<file path="config.mk">
export PLATFORM = sky130hd
export DESIGN_NAME = list_scheduler_earliest_free_flat
export DESIGN_NICKNAME = d
export VERILOG_FILES = /design/src/rtl/lsef_pkg.sv /design/src/rtl/lsef_if.sv /design/src/rtl/lsef_ram.sv /design/src/rtl/lsef_cfg.sv /design/src/rtl/lsef_core.sv /design/src/rtl/list_scheduler_earliest_free.sv /design/src/flat_wrapper.sv
export SDC_FILE = /design/constraint.sdc
export NUM_CORES = 1
export LEC_CHECK = 0
export BUFFER_PORTS_ARGS = -buffer_cell sky130_fd_sc_hd__buf_2
export CORE_ASPECT_RATIO = 2
export CORE_MARGIN = 2
export CORE_UTILIZATION = 40
export DETAILED_ROUTE_END_ITERATION = 12
export PLACE_DENSITY = 0.53
export SLEW_MARGIN = 20
export SYNTH_ARGS = -nofsm -noshare
export SYNTH_HDL_FRONTEND = slang
export SYNTH_SLANG_ARGS = --single-unit
export TNS_END_PERCENT = 100
</file>
<file path="constraint.sdc">
create_clock -name clk_i -period 18.2 [get_ports clk_i]
set_clock_uncertainty 0.2 [all_clocks]
set_input_delay 3.64 -clock clk_i [delete_from_list [all_inputs] [get_ports clk_i]]
set_output_delay 3.64 -clock clk_i [all_outputs]
set_load 0.05 [all_outputs]
</file>
<file path="src/rtl/lsef_pkg.sv">
// Package for the earliest-free list scheduler.
// Holds the shared widths, register map, state encoding and result record.
// Depends on nothing; every other file of the block uses it but lsef_ram.
package lsef_pkg;

  // Field widths
  localparam int unsigned TIME_W  = 32;
  localparam int unsigned DUR_W   = 16;
  localparam int unsigned PROC_W  = 3;
  localparam int unsigned CFG_W   = 4;

  // Default number of processor entries in the state memory
  localparam int unsigned MAX_PROCS_DEF = 8;

  // APB register map
  localparam int unsigned PADDR_W = 2;
  localparam int unsigned PDATA_W = 32;
  localparam logic [PADDR_W-1:0] ADDR_PROCS_IN_USE = 2'd0;
  localparam logic [CFG_W-1:0]   PROCS_RESET       = 4'd2;

  // Scheduler sequencer states
  typedef enum logic [1:0] {
    ST_IDLE,
    ST_SCAN,
    ST_DRAIN,
    ST_UPDATE
  } lsef_state_e;

  // One finished result, handed from the core to the output stage
  typedef struct packed {
    logic [PROC_W-1:0] assigned_processor;
    logic [TIME_W-1:0] start_time;
    logic [TIME_W-1:0] end_time;
    logic [TIME_W-1:0] task_number;
    logic [TIME_W-1:0] makespan;
    logic              overflow;
  } lsef_res_t;

endpackage

</file>
<file path="src/rtl/lsef_if.sv">
// Channel interfaces of the earliest-free list scheduler.
// Task input channel and result output channel, valid/ready handshake.
// Depends on lsef_pkg for field widths.
interface lsef_in_if;
  logic                         valid;
  logic                         ready;
  logic [lsef_pkg::DUR_W-1:0]   task_duration;

  modport source (output valid, output task_duration, input ready);
  modport sink   (input valid, input task_duration, output ready);
endinterface

interface lsef_out_if;
  logic                         valid;
  logic                         ready;
  logic [lsef_pkg::PROC_W-1:0]  assigned_processor;
  logic [lsef_pkg::TIME_W-1:0]  start_time;
  logic [lsef_pkg::TIME_W-1:0]  end_time;
  logic [lsef_pkg::TIME_W-1:0]  task_number;
  logic [lsef_pkg::TIME_W-1:0]  makespan;
  logic                         overflow;

  modport source (output valid, output assigned_processor, output start_time,
                  output end_time, output task_number, output makespan,
                  output overflow, input ready);
  modport sink   (input valid, input assigned_processor, input start_time,
                  input end_time, input task_number, input makespan,
                  input overflow, output ready);
endinterface

</file>
<file path="src/rtl/lsef_ram.sv">
// Generic single-write, single-read synchronous RAM with registered read.
// Used for the per-processor finish time and tie stamp store.
// No dependencies.
module lsef_ram #(
  parameter int unsigned Width = 64,
  parameter int unsigned Depth = 8,
  localparam int unsigned AddrW = (Depth > 1) ? $clog2(Depth) : 1
) (
  input  logic             clk_i,
  input  logic             we_i,
  input  logic [AddrW-1:0] waddr_i,
  input  logic [Width-1:0] wdata_i,
  input  logic             re_i,
  input  logic [AddrW-1:0] raddr_i,
  output logic [Width-1:0] rdata_o
);

  logic [Width-1:0] mem_q [Depth];
  logic [Width-1:0] rdata_q;

  // Write port and registered read port
  always_ff @(posedge clk_i) begin
    if (we_i) begin
      mem_q[waddr_i] <= wdata_i;
    end
    if (re_i) begin
      rdata_q <= mem_q[raddr_i];
    end
  end

  assign rdata_o = rdata_q;

endmodule

</file>
<file path="src/rtl/lsef_cfg.sv">
// APB configuration register of the earliest-free list scheduler.
// Holds processors_in_use; depends on lsef_pkg for the register map.
module lsef_cfg (
  input  logic                         clk_i,
  input  logic                         rst_ni,
  input  logic                         psel,
  input  logic                         penable,
  input  logic                         pwrite,
  input  logic [lsef_pkg::PADDR_W-1:0] paddr,
  input  logic [lsef_pkg::PDATA_W-1:0] pwdata,
  output logic [lsef_pkg::PDATA_W-1:0] prdata,
  output logic                         pready,
  output logic [lsef_pkg::CFG_W-1:0]   procs_o
);

  logic [lsef_pkg::CFG_W-1:0] procs_q;
  logic                       wr_en;

  assign pready = 1'b1;
  assign wr_en  = psel && penable && pwrite && (paddr == lsef_pkg::ADDR_PROCS_IN_USE);

  // Capture the register on the access phase of a write transaction
  always_ff @(posedge clk_i or negedge rst_ni) begin
    if (!rst_ni) begin
      procs_q <= lsef_pkg::PROCS_RESET;
    end else if (wr_en) begin
      procs_q <= pwdata[lsef_pkg::CFG_W-1:0];
    end
  end

  // Read back; unmapped addresses return zero
  always_comb begin
    prdata = '0;
    if (paddr == lsef_pkg::ADDR_PROCS_IN_USE) begin
      prdata = lsef_pkg::PDATA_W'(procs_q);
    end
  end

  assign procs_o = procs_q;

endmodule

</file>
<file path="src/rtl/lsef_core.sv">
// Scheduling core: scans the processor store, picks the earliest-free
// processor, and writes back its new finish time and tie stamp.
// Depends on lsef_pkg and lsef_ram.
module lsef_core #(
  parameter int unsigned MAX_PROCS = lsef_pkg::MAX_PROCS_DEF,
  localparam int unsigned IdxW = (MAX_PROCS > 1) ? $clog2(MAX_PROCS) : 1
) (
  input  logic                        clk_i,
  input  logic                        rst_ni,
  input  logic [lsef_pkg::CFG_W-1:0]  procs_i,
  input  logic                        in_valid_i,
  output logic                        in_ready_o,
  input  logic [lsef_pkg::DUR_W-1:0]  task_duration_i,
  output logic                        res_valid_o,
  input  logic                        res_ready_i,
  output lsef_pkg::lsef_res_t         res_o
);

  localparam int unsigned TW = lsef_pkg::TIME_W;

  lsef_pkg::lsef_state_e state_q, state_d;

  logic [IdxW-1:0]               rd_idx_q, rd_idx_d;
  logic [IdxW-1:0]               last_q, last_d;
  logic [lsef_pkg::DUR_W-1:0]    dur_q, dur_d;
  logic [MAX_PROCS-1:0]          written_q;
  logic [TW-1:0]                 next_stamp_q, tasks_q, largest_q;
  logic                          ovf_q;

  // Compare stage, registered behind the memory read
  logic                          cmp_v_q;
  logic [IdxW-1:0]               cmp_idx_q;
  logic                          cmp_written_q;
  logic [IdxW-1:0]               best_idx_q;
  logic [TW-1:0]                 best_f_q, best_age_q;

  // Memory port signals
  logic                          ram_re, ram_we;
  logic [2*TW-1:0]               ram_rdata, ram_wdata;

  logic [TW-1:0]                 cur_f, cur_s, cur_age;
  logic                          take;
  logic [TW:0]                   sum;
  logic [TW-1:0]                 end_t;
  logic                          sat;
  logic                          commit;

  lsef_ram #(
    .Width (2 * TW),
    .Depth (MAX_PROCS)
  ) u_ram (
    .clk_i   (clk_i),
    .we_i    (ram_we),
    .waddr_i (best_idx_q),
    .wdata_i (ram_wdata),
    .re_i    (ram_re),
    .raddr_i (rd_idx_q),
    .rdata_o (ram_rdata)
  );

  // Entries never written read as their reset value
  always_comb begin
    if (cmp_written_q) begin
      cur_f = ram_rdata[2*TW-1:TW];
      cur_s = ram_rdata[TW-1:0];
    end else begin
      cur_f = '0;
      cur_s = TW'(cmp_idx_q);
    end
    cur_age = next_stamp_q - cur_s;
    take    = (cmp_idx_q == '0) || (cur_f < best_f_q) ||
              ((cur_f == best_f_q) && (cur_age > best_age_q));
  end

  // End time with saturation
  always_comb begin
    sum   = {1'b0, best_f_q} + (TW + 1)'(dur_q);
    sat   = sum[TW];
    end_t = sat ? {TW{1'b1}} : sum[TW-1:0];
  end

  assign commit    = (state_q == lsef_pkg::ST_UPDATE) && res_ready_i;
  assign ram_wdata = {end_t, next_stamp_q};
  assign ram_we    = commit;
  assign ram_re    = (state_q == lsef_pkg::ST_SCAN);

  // Sequencer: next state and control outputs
  always_comb begin
    state_d     = state_q;
    rd_idx_d    = rd_idx_q;
    last_d      = last_q;
    dur_d       = dur_q;
    in_ready_o  = 1'b0;
    res_valid_o = 1'b0;
    unique case (state_q)
      lsef_pkg::ST_IDLE: begin
        in_ready_o = 1'b1;
        if (in_valid_i) begin
          dur_d    = task_duration_i;
          rd_idx_d = '0;
          if (procs_i == '0) begin
            last_d = '0;
          end else if (32'(procs_i) > 32'(MAX_PROCS)) begin
            last_d = IdxW'(MAX_PROCS - 1);
          end else begin
            last_d = IdxW'(procs_i - 1'b1);
          end
          state_d = lsef_pkg::ST_SCAN;
        end
      end
      lsef_pkg::ST_SCAN: begin
        if (rd_idx_q == last_q) begin
          state_d = lsef_pkg::ST_DRAIN;
        end else begin
          rd_idx_d = rd_idx_q + 1'b1;
        end
      end
      lsef_pkg::ST_DRAIN: begin
        state_d = lsef_pkg::ST_UPDATE;
      end
      lsef_pkg::ST_UPDATE: begin
        res_valid_o = 1'b1;
        if (res_ready_i) begin
          state_d = lsef_pkg::ST_IDLE;
        end
      end
      default: begin
        state_d = lsef_pkg::ST_IDLE;
      end
    endcase
  end

  // Result record for the output stage
  always_comb begin
    res_o.assigned_processor = lsef_pkg::PROC_W'(best_idx_q);
    res_o.start_time         = best_f_q;
    res_o.end_time           = end_t;
    res_o.task_number        = tasks_q;
    res_o.makespan           = (end_t > largest_q) ? end_t : largest_q;
    res_o.overflow           = ovf_q | sat;
  end

  // Control state
  always_ff @(posedge clk_i or negedge rst_ni) begin
    if (!rst_ni) begin
      state_q      <= lsef_pkg::ST_IDLE;
      rd_idx_q     <= '0;
      last_q       <= '0;
      cmp_v_q      <= 1'b0;
      written_q    <= '0;
      next_stamp_q <= TW'(MAX_PROCS);
      tasks_q      <= '0;
      largest_q    <= '0;
      ovf_q        <= 1'b0;
    end else begin
      state_q  <= state_d;
      rd_idx_q <= rd_idx_d;
      last_q   <= last_d;
      cmp_v_q  <= ram_re;
      if (commit) begin
        written_q[best_idx_q] <= 1'b1;
        next_stamp_q          <= next_stamp_q + 1'b1;
        tasks_q               <= tasks_q + 1'b1;
        largest_q             <= res_o.makespan;
        ovf_q                 <= res_o.overflow;
      end
    end
  end

  // Payload: task duration, compare pipeline and running best
  always_ff @(posedge clk_i) begin
    dur_q         <= dur_d;
    cmp_idx_q     <= rd_idx_q;
    cmp_written_q <= written_q[rd_idx_q];
    if (cmp_v_q && take) begin
      best_idx_q <= cmp_idx_q;
      best_f_q   <= cur_f;
      best_age_q <= cur_age;
    end
  end

endmodule

</file>
<file path="src/rtl/list_scheduler_earliest_free.sv">
// Earliest-free list scheduler: top level with APB register and output stage.
// Sequence: accept the task, scan the processor store, drain, then update and hand off the result.
// A new task is taken only once the previous result has been handed to the output stage;
//   the single read port of the processor store is scanned one entry per cycle.
// Reset: asynchronous active low; finish times read as zero, stamps as their index,
//   processors_in_use returns to 2. No clearing pass is needed.
module list_scheduler_earliest_free #(
  parameter int unsigned MAX_PROCS = lsef_pkg::MAX_PROCS_DEF
) (
  input  logic                         clk_i,
  input  logic                         rst_ni,
  input  logic                         psel,
  input  logic                         penable,
  input  logic                         pwrite,
  input  logic [lsef_pkg::PADDR_W-1:0] paddr,
  input  logic [lsef_pkg::PDATA_W-1:0] pwdata,
  output logic [lsef_pkg::PDATA_W-1:0] prdata,
  output logic                         pready,
  lsef_in_if.sink                      in_i,
  lsef_out_if.source                   out_o
);

  logic [lsef_pkg::CFG_W-1:0] procs;
  logic                       res_valid, res_ready;
  lsef_pkg::lsef_res_t        res, out_q;
  logic                       out_v_q;

  lsef_cfg u_cfg (
    .clk_i   (clk_i),
    .rst_ni  (rst_ni),
    .psel    (psel),
    .penable (penable),
    .pwrite  (pwrite),
    .paddr   (paddr),
    .pwdata  (pwdata),
    .prdata  (prdata),
    .pready  (pready),
    .procs_o (procs)
  );

  lsef_core #(
    .MAX_PROCS (MAX_PROCS)
  ) u_core (
    .clk_i           (clk_i),
    .rst_ni          (rst_ni),
    .procs_i         (procs),
    .in_valid_i      (in_i.valid),
    .in_ready_o      (in_i.ready),
    .task_duration_i (in_i.task_duration),
    .res_valid_o     (res_valid),
    .res_ready_i     (res_ready),
    .res_o           (res)
  );

  // Output register: free when empty or drained this cycle
  assign res_ready = !out_v_q || out_o.ready;

  always_ff @(posedge clk_i or negedge rst_ni) begin
    if (!rst_ni) begin
      out_v_q <= 1'b0;
    end else if (res_valid && res_ready) begin
      out_v_q <= 1'b1;
    end else if (out_o.ready) begin
      out_v_q <= 1'b0;
    end
  end

  always_ff @(posedge clk_i) begin
    if (res_valid && res_ready) begin
      out_q <= res;
    end
  end

  assign out_o.valid              = out_v_q;
  assign out_o.assigned_processor = out_q.assigned_processor;
  assign out_o.start_time         = out_q.start_time;
  assign out_o.end_time           = out_q.end_time;
  assign out_o.task_number        = out_q.task_number;
  assign out_o.makespan           = out_q.makespan;
  assign out_o.overflow           = out_q.overflow;

endmodule

</file>
<file path="src/flat_wrapper.sv">
// flat-port wrapper written by rule: the top's interface ports become plain ports
module list_scheduler_earliest_free_flat 
#(
  parameter int unsigned MAX_PROCS = lsef_pkg::MAX_PROCS_DEF
)
  (clk_i, rst_ni, psel, penable, pwrite, paddr, pwdata, prdata, pready, in_i_valid, in_i_task_duration, in_i_ready, out_o_valid, out_o_assigned_processor, out_o_start_time, out_o_end_time, out_o_task_number, out_o_makespan, out_o_overflow, out_o_ready);
  lsef_in_if in_i_i ();
  lsef_out_if out_o_i ();
  input  logic clk_i;
  input  logic rst_ni;
  input  logic psel;
  input  logic penable;
  input  logic pwrite;
  input  logic [lsef_pkg::PADDR_W-1:0] paddr;
  input  logic [lsef_pkg::PDATA_W-1:0] pwdata;
  output logic [lsef_pkg::PDATA_W-1:0] prdata;
  output logic pready;
  input wire logic [$bits(in_i_i.valid)-1:0] in_i_valid;
  input wire logic [$bits(in_i_i.task_duration)-1:0] in_i_task_duration;
  output wire logic [$bits(in_i_i.ready)-1:0] in_i_ready;
  output wire logic [$bits(out_o_i.valid)-1:0] out_o_valid;
  output wire logic [$bits(out_o_i.assigned_processor)-1:0] out_o_assigned_processor;
  output wire logic [$bits(out_o_i.start_time)-1:0] out_o_start_time;
  output wire logic [$bits(out_o_i.end_time)-1:0] out_o_end_time;
  output wire logic [$bits(out_o_i.task_number)-1:0] out_o_task_number;
  output wire logic [$bits(out_o_i.makespan)-1:0] out_o_makespan;
  output wire logic [$bits(out_o_i.overflow)-1:0] out_o_overflow;
  input wire logic [$bits(out_o_i.ready)-1:0] out_o_ready;
  assign in_i_i.valid = in_i_valid;
  assign in_i_i.task_duration = in_i_task_duration;
  assign in_i_ready = in_i_i.ready;
  assign out_o_valid = out_o_i.valid;
  assign out_o_assigned_processor = out_o_i.assigned_processor;
  assign out_o_start_time = out_o_i.start_time;
  assign out_o_end_time = out_o_i.end_time;
  assign out_o_task_number = out_o_i.task_number;
  assign out_o_makespan = out_o_i.makespan;
  assign out_o_overflow = out_o_i.overflow;
  assign out_o_i.ready = out_o_ready;
  list_scheduler_earliest_free #(.MAX_PROCS(MAX_PROCS)) u_core (.clk_i(clk_i), .rst_ni(rst_ni), .psel(psel), .penable(penable), .pwrite(pwrite), .paddr(paddr), .pwdata(pwdata), .prdata(prdata), .pready(pready), .in_i(in_i_i), .out_o(out_o_i));
endmodule
</file>
After elaboration in Yosys (flattened, before gate mapping)
Memories as Yosys holds them, arrays and structs flattened. A register that Yosys moved wholly into a read port is not among the register bits.
Cells that the tools add are included.
{"block": "word_totals", "output_inout_bits": 167, "mem_count": 1, "mem_bits_rw": 512, "input_bits": 57, "elab_cells": 93, "regBits": 338}
{"name": "u_core.u_core.u_ram.mem_q", "words": 8, "width": 64, "rd": 1, "rd_ports_with_merged_regs": 1, "wr": 1, "line_no": "lsef_ram.sv:18", "text": "logic [Width-1:0] mem_q [Depth];"}
{"block": "classes", "muxes": 24, "order_cmp": 7, "bitwise_logic": 2, "n_eq_ne": 9, "add_sub_neg": 6, "reduce_logical": 21}
{"operator": "32-bit two-way mux", "n": 4}
{"operator": "32-bit by 1-bit adder with 32-bit output, second input constant", "n": 2}
{"operator": "32-bit > comparator", "n": 2}
{"operator": "32-bit by 16-bit adder with 33-bit output", "n": 1}
{"operator": "32-bit equality test", "n": 1}
{"operator": "32-bit < comparator", "n": 1}
{"operator": "32-bit subtractor", "n": 1}
{"operator": "3-bit two-way mux", "n": 4}
{"operator": "1-bit logical AND", "n": 8}
{"operator": "3-bit by 4-bit < comparator with 1-bit output, second input constant", "n": 2}
{"operator": "1-bit two-way mux", "n": 8}
{"operator": "8-bit OR", "n": 1}
{"operator": "2-bit one-hot mux with 4 select lines", "n": 1}
{"operator": "2-bit two-way mux", "n": 3}
{"operator": "3-bit one-hot mux with 2 select lines", "n": 1}
{"operator": "3-bit AND reduction", "n": 2}
{"operator": "2-bit equality test, second input constant", "n": 2}
{"operator": "4-bit > comparator, second input constant", "n": 1}
{"operator": "2-bit logical NOT", "n": 2}
{"operator": "4-bit logical NOT", "n": 1}
{"operator": "4-bit two-way mux", "n": 1}
{"operator": "2-bit by 1-bit inequality test with 1-bit output, second input constant", "n": 2}
{"operator": "2-bit inequality test, second input constant", "n": 2}
{"operator": "2-bit nonzero test", "n": 2}
{"operator": "12 further kinds", "n": 14}

Depth between registers and ports, before layout
{"block": "logic_depth", "word_depth": 6, "ltp_mapped": 22, "depth_no_buf": 21}

Cells and area by module
Synthesis repeated with hierarchy kept, for this count alone.
{"block": "hier_totals", "hier_cells": 2393, "hier_area_um2": 39095.0}
{"mod": "lsef_ram", "seq_area_each_um2": 17296.6, "area_each_um2": 21187.8, "cells_each": 816, "n_inst": 1}
{"mod": "lsef_core", "seq_area_each_um2": 5426.5, "area_each_um2": 13469.2, "cells_each": 1396, "n_inst": 1}
{"mod": "list_scheduler_earliest_free", "seq_area_each_um2": 3988.8, "area_each_um2": 4017.6, "cells_each": 136, "n_inst": 1}
{"mod": "lsef_cfg", "seq_area_each_um2": 101.3, "area_each_um2": 420.4, "cells_each": 45, "n_inst": 1}

Least setup slack after synthesis
Ideal clock, no wire load.
{"block": "synth_path", "kind": "input-to-reg", "from": "input port out_o_ready", "to": "register u_core.u_core.written_q[1]", "arrival_time_ns": 13.407, "setup_time_ns": 0.092, "path_buffers": 1, "t_required_ns": 17.908, "path_slack_ns": 4.501, "path_stages": 7, "cell_sequence": "nand2b_1 > nand2_2 > inv_1 > clkbuf_1 > nand2_1 > nor3_1 > or2_2"}
{"block": "synth_between", "elab_chain_len": 2}
{"element": "start, declared", "line_no": "flat_wrapper.sv:28", "text": "input wire logic [$bits(out_o_i.ready)-1:0] out_o_ready;"}
{"element": "1-bit logical OR", "line_no": "list_scheduler_earliest_free.sv:56", "text": "assign res_ready = !out_v_q || out_o.ready;"}
{"element": "1-bit logical AND", "line_no": "lsef_core.sv:82", "text": "assign commit = (state_q == lsef_pkg::ST_UPDATE) && res_ready_i;"}
{"element": "net u_core.u_core.commit", "line_no": "lsef_core.sv:46", "text": "logic commit;"}
{"element": "end signal, assigned", "line_no": "lsef_core.sv:150", "text": "written_q <= '0;"}
{"element": "end signal, assigned by index", "line_no": "lsef_core.sv:161", "text": "written_q[best_idx_q] <= 1'b1;"}
{"element": "end, declared", "line_no": "lsef_core.sv:26", "text": "logic [MAX_PROCS-1:0] written_q;"}
The timed path passes the listed nets, and every way through them passes these cells.
A chain may end at the register's enable or synchronous reset.

Worst setup path after layout
{"block": "layout_path", "from": "input port paddr[1] in the netlist's numbering", "to": "output port prdata[3] in the netlist's numbering"}
{"block": "layout_between", "elab_chain_len": 2}
{"element": "start, declared", "line_no": "flat_wrapper.sv:14", "text": "input logic [lsef_pkg::PADDR_W-1:0] paddr;"}
{"element": "2-bit logical NOT", "line_no": "lsef_cfg.sv:34", "text": "if (paddr == lsef_pkg::ADDR_PROCS_IN_USE) begin"}
{"element": "4-bit two-way mux", "line_no": "lsef_cfg.sv:34"}
{"element": "end, declared", "line_no": "flat_wrapper.sv:16", "text": "output logic [lsef_pkg::PDATA_W-1:0] prdata;"}
Every way passes these cells.

==> flow_summary.json <==
{
  "coreArea_um2": 96100,
  "critPathCaptureType": "primary output",
  "wl_um": 89800,
  "grt_pass1_vias": 22000,
  "hold_viol": 0,
  "rows": 161,
  "dp_slack_ns": 10.00,
  "synth-seq-cells": 914,
  "cp.required_ns": 14.36,
  "nets": 2782,
  "p_int_mw": 5.17,
  "combinationalPowerShare_pct": 35.5,
  "area_growth_pct": 14.1,
  "synth.avg_cell_area_um2": 16.5,
  "grt_max_degree": 65,
  "multi_input_area_um2": 11100,
  "outcome": "completed",
  "overflow": 0,
  "drv_slew": 0,
  "grt_antenna_before_repair": 3,
  "fmax_mhz": 122,
  "cts-hold-fix-buffers": 0,
  "cts.path.max_buffers": 3,
  "via_count": 20500,
  "p_sw_mw": 2.91,
  "synth.area.top_cells": "edfxtp_1 61%, dfrtp_1 7.6%, mux4_2 7.6%",
  "crit_chain": "buf_2 -> nor2_1 -> and2_1 -> buf_2",
  "post-route-min-period_ns": 8.18,
  "synth_edf_count": 791,
  "cts-root-buf": "clkbuf_16",
  "io_buffers": 166,
  "grtUsageTotal_pct": 18.4,
  "die-area_um2": 99400,
  "sw_frac_of_total_pct": 36.0,
  "p_seq_share_pct": 40.3,
  "setup_tns_ns": 0,
  "fin_ws_ns": 10.02,
  "drt_iter0_drc": 1305,
  "htree_levels": 3,
  "ios": 224,
  "syn_area_um2": 38700,
  "power_density_nw_per_um2": 183,
  "r2r_cells": 17,
  "cts_tree": "built",
  "crit_slowest_cell": "buf_2",
  "yosys_warnings": 0,
  "synthArstFlopShare_pct": 13.0,
  "numClockSinks": 914,
  "first_pass_iters": 5,
  "worst_ep_arrival_time_ns": 4.34,
  "rsz0062_at_grt": "false",
  "num-fill-cells": 8239,
  "min-delay-path-class": "reg -> reg",
  "start_util_pct": 40.3,
  "worst_setup_path_start_kind": "primary input",
  "critPathMostFrequentCell": "buf_2",
  "pwr-share-clk_pct": 24.2,
  "grt_pass1_wl_um": 136000,
  "final.period_utilization_pct": 44.9,
  "drive_gt1_share_pct": 22.9,
  "path_class": "in -> out",
  "yosysSeqAreaShare_pct": 69.3,
  "insertion_delay_ns": 0.68,
  "power.leakage_nw": 16.6,
  "total_power_mw": 8.08,
  "finalWeightedCongestion": 0.849,
  "ant_nets": 0,
  "synthFlopType": "edfxtp_1",
  "register_area_um2": 26800,
  "maxCapViolations": 0,
  "post-route-drc-count": 0,
  "detailed_place_hpwl_um": 57200,
  "cts_resized": 0,
  "post_cts_buffers": 0,
  "maxSlewHeadroom_pct": 29.5,
  "die_h_um": 444,
  "cts_made_buffers": 87,
  "crit_path_max_fanout": 3,
  "fp.dieW_um": 224,
  "synth_cells": 2346,
  "critPathMaxStageDelay_ns": 0.25,
  "worst_pin_slew_ns": 1.05,
  "synth_top_cell_by_area": "edfxtp_1",
  "vias_per_cell": 5.30,
  "synth_cell_type_count": 73,
  "yosysTopAreaCellShare_pct": 61.4,
  "routedWlPerCell_um": 23.2,
  "setup_viol": 0,
  "cts.clk_slew.worst_paths_ns": 0.06,
  "max-vdd-ir-drop_mv": 0.0809,
  "hold_depth": 0
}
==> placed cells by master, fill, tap and decap left out, types with 15 or more instances in the layout <==
master     Yosys  final
edfxtp_1     791    791
buf_2         13    165
ha_1         151    150
mux4_2       130    130
inv_1        128    127
nand2_1      122    121
dfrtp_1      117    114
nor2_1       103    100
mux2_2        99     99
clkbuf_16      0     90
a21oi_1       81     81
xnor2_1       72     72
o21ai_0       57     55
a21o_1        49     49
xor2_1        44     44
and2_1        41     41
nand4_1       38     38
buf_4         29     37
nand3_1       36     36
conb_1         2     29
and3_1        21     21
nand2b_1      18     18
bufinv_16      0     17
a31oi_1       16     16
clkbuf_1      40     16
o211ai_1      15     15
nor3_1        19     15
==> power groups by stage <==
stage                     Clock (mW)  Sequential, mW  Combinational, mW
after detailed placement           0            3.31               2.92
after global routing            2.08            3.31               3.15
after floorplan                    0            3.64               1.69
final                           1.96            3.26               2.87
after global placement             0            3.29               2.87
after CTS                       2.01            3.27               2.93
==> cell type report <==
class	count	area share, %
Clock inverter	53	1.61
Inverter	128	1.10
Multi-Input combinational cell	1238	25.2
Sequential cell	914	60.8
Antenna cell	3	0.0170
Tap cell	1222	3.46
Timing Repair Buffer	203	2.52
Clock buffer	110	5.36
==> worst max-delay path, delay by kind of cell <==
kind	cells	cell delay, ns
buffers and inverters	2	0.36
AND/OR/NAND/NOR	2	0.33
==> per-layer routing <==
layer,up-vias,track usage (%),wire length (um)
met5,-,0,0
met4,0,7.26,3120
met3,142,2.74,3030
met2,446,35.4,50300
met1,10600,19.8,33400
li1,9374,-,-
==> sequential cells by signal, indices dropped and copies added (netlist names), 2 cells and up <==
name,flops
u_core.out_o.start_time,32
u_core.u_core.rd_idx_q,3
u_core.u_core.best_f_q,32
u_core.out_o.end_time,32
u_core.u_core.best_idx_q,3
u_core.u_core.largest_q,32
u_core.u_core.next_stamp_q,32
u_core.u_core.u_ram.rdata_o,64
u_core.u_cfg.procs_o,4
u_core.out_o.task_number,32
u_core.u_core.written_q,8
u_core.u_core.dur_q,16
u_core.u_core.last_q,3
u_core.out_o.assigned_processor,3
u_core.u_core.u_ram.mem_q,512
u_core.u_core.best_age_q,32
u_core.u_core.tasks_q,32
u_core.u_core.cmp_idx_q,3
u_core.u_core.state_q,2
u_core.out_o.makespan,32
==> logic make-up after synthesis <==
family | synth area share, %
AOI/OAI and AO/OA | 4.55
xor gates and xnor gates | 2.63
adders and majority gates | 4.99
buffers and inverters | 2.47
DFF | 69.3
muxes | 10.5
other | 0.0194
and+or+nand+nor | 5.50
==> path summary, 6_finish.rpt <==
path	startpoint	endpoint	slack, ns
max in group asynchronous	rst_ni	u_core.u_core.rd_idx_q[0]	13.43
hold / removal	u_core.u_core.best_f_q[22]	u_core.out_o.start_time[22]	0.25
setup reg to reg	u_core.u_core.best_f_q[0]	u_core.u_core.largest_q[30]	10.38
min in group asynchronous	rst_ni	u_core.u_core.tasks_q[14]	2.79
hold reg to reg	u_core.u_core.best_f_q[22]	u_core.out_o.start_time[22]	0.25
setup / recovery	paddr[1]	prdata[3]	10.02
==> synth_stat cells (all sizes together) (5+ instances only) <==
library cell    n
nor3           19
o211ai         16
o21ai          59
nand2         123
nor4            7
ha            151
nand4          38
a31oi          16
dfrtp         117
nand2b         18
buf            53
and2           41
mux4          130
or2             9
and3           21
a21oi          81
mux2           99
xnor2          72
nor2b           9
nand3          36
o21a            5
nor2          103
edfxtp        791
and4            5
xor2           44
a211oi          7
a21o           49
inv           128
clkbuf         40
==> through the flow <==
stage	area (um2)	cells	util (%)	hold WS (ns)
2_1_floorplan	38800	2373	-	0.145
3_3_place_gp	41100	3705	42.7	0.228
3_5_place_dp	41100	3705	42.7	0.237
4_1_cts	44100	3868	45.9	0.252
5_1_grt	44200	3871	46.0	0.275
6_report	44200	3871	46.0	0.251
Power figures use the tool's default switching activity.
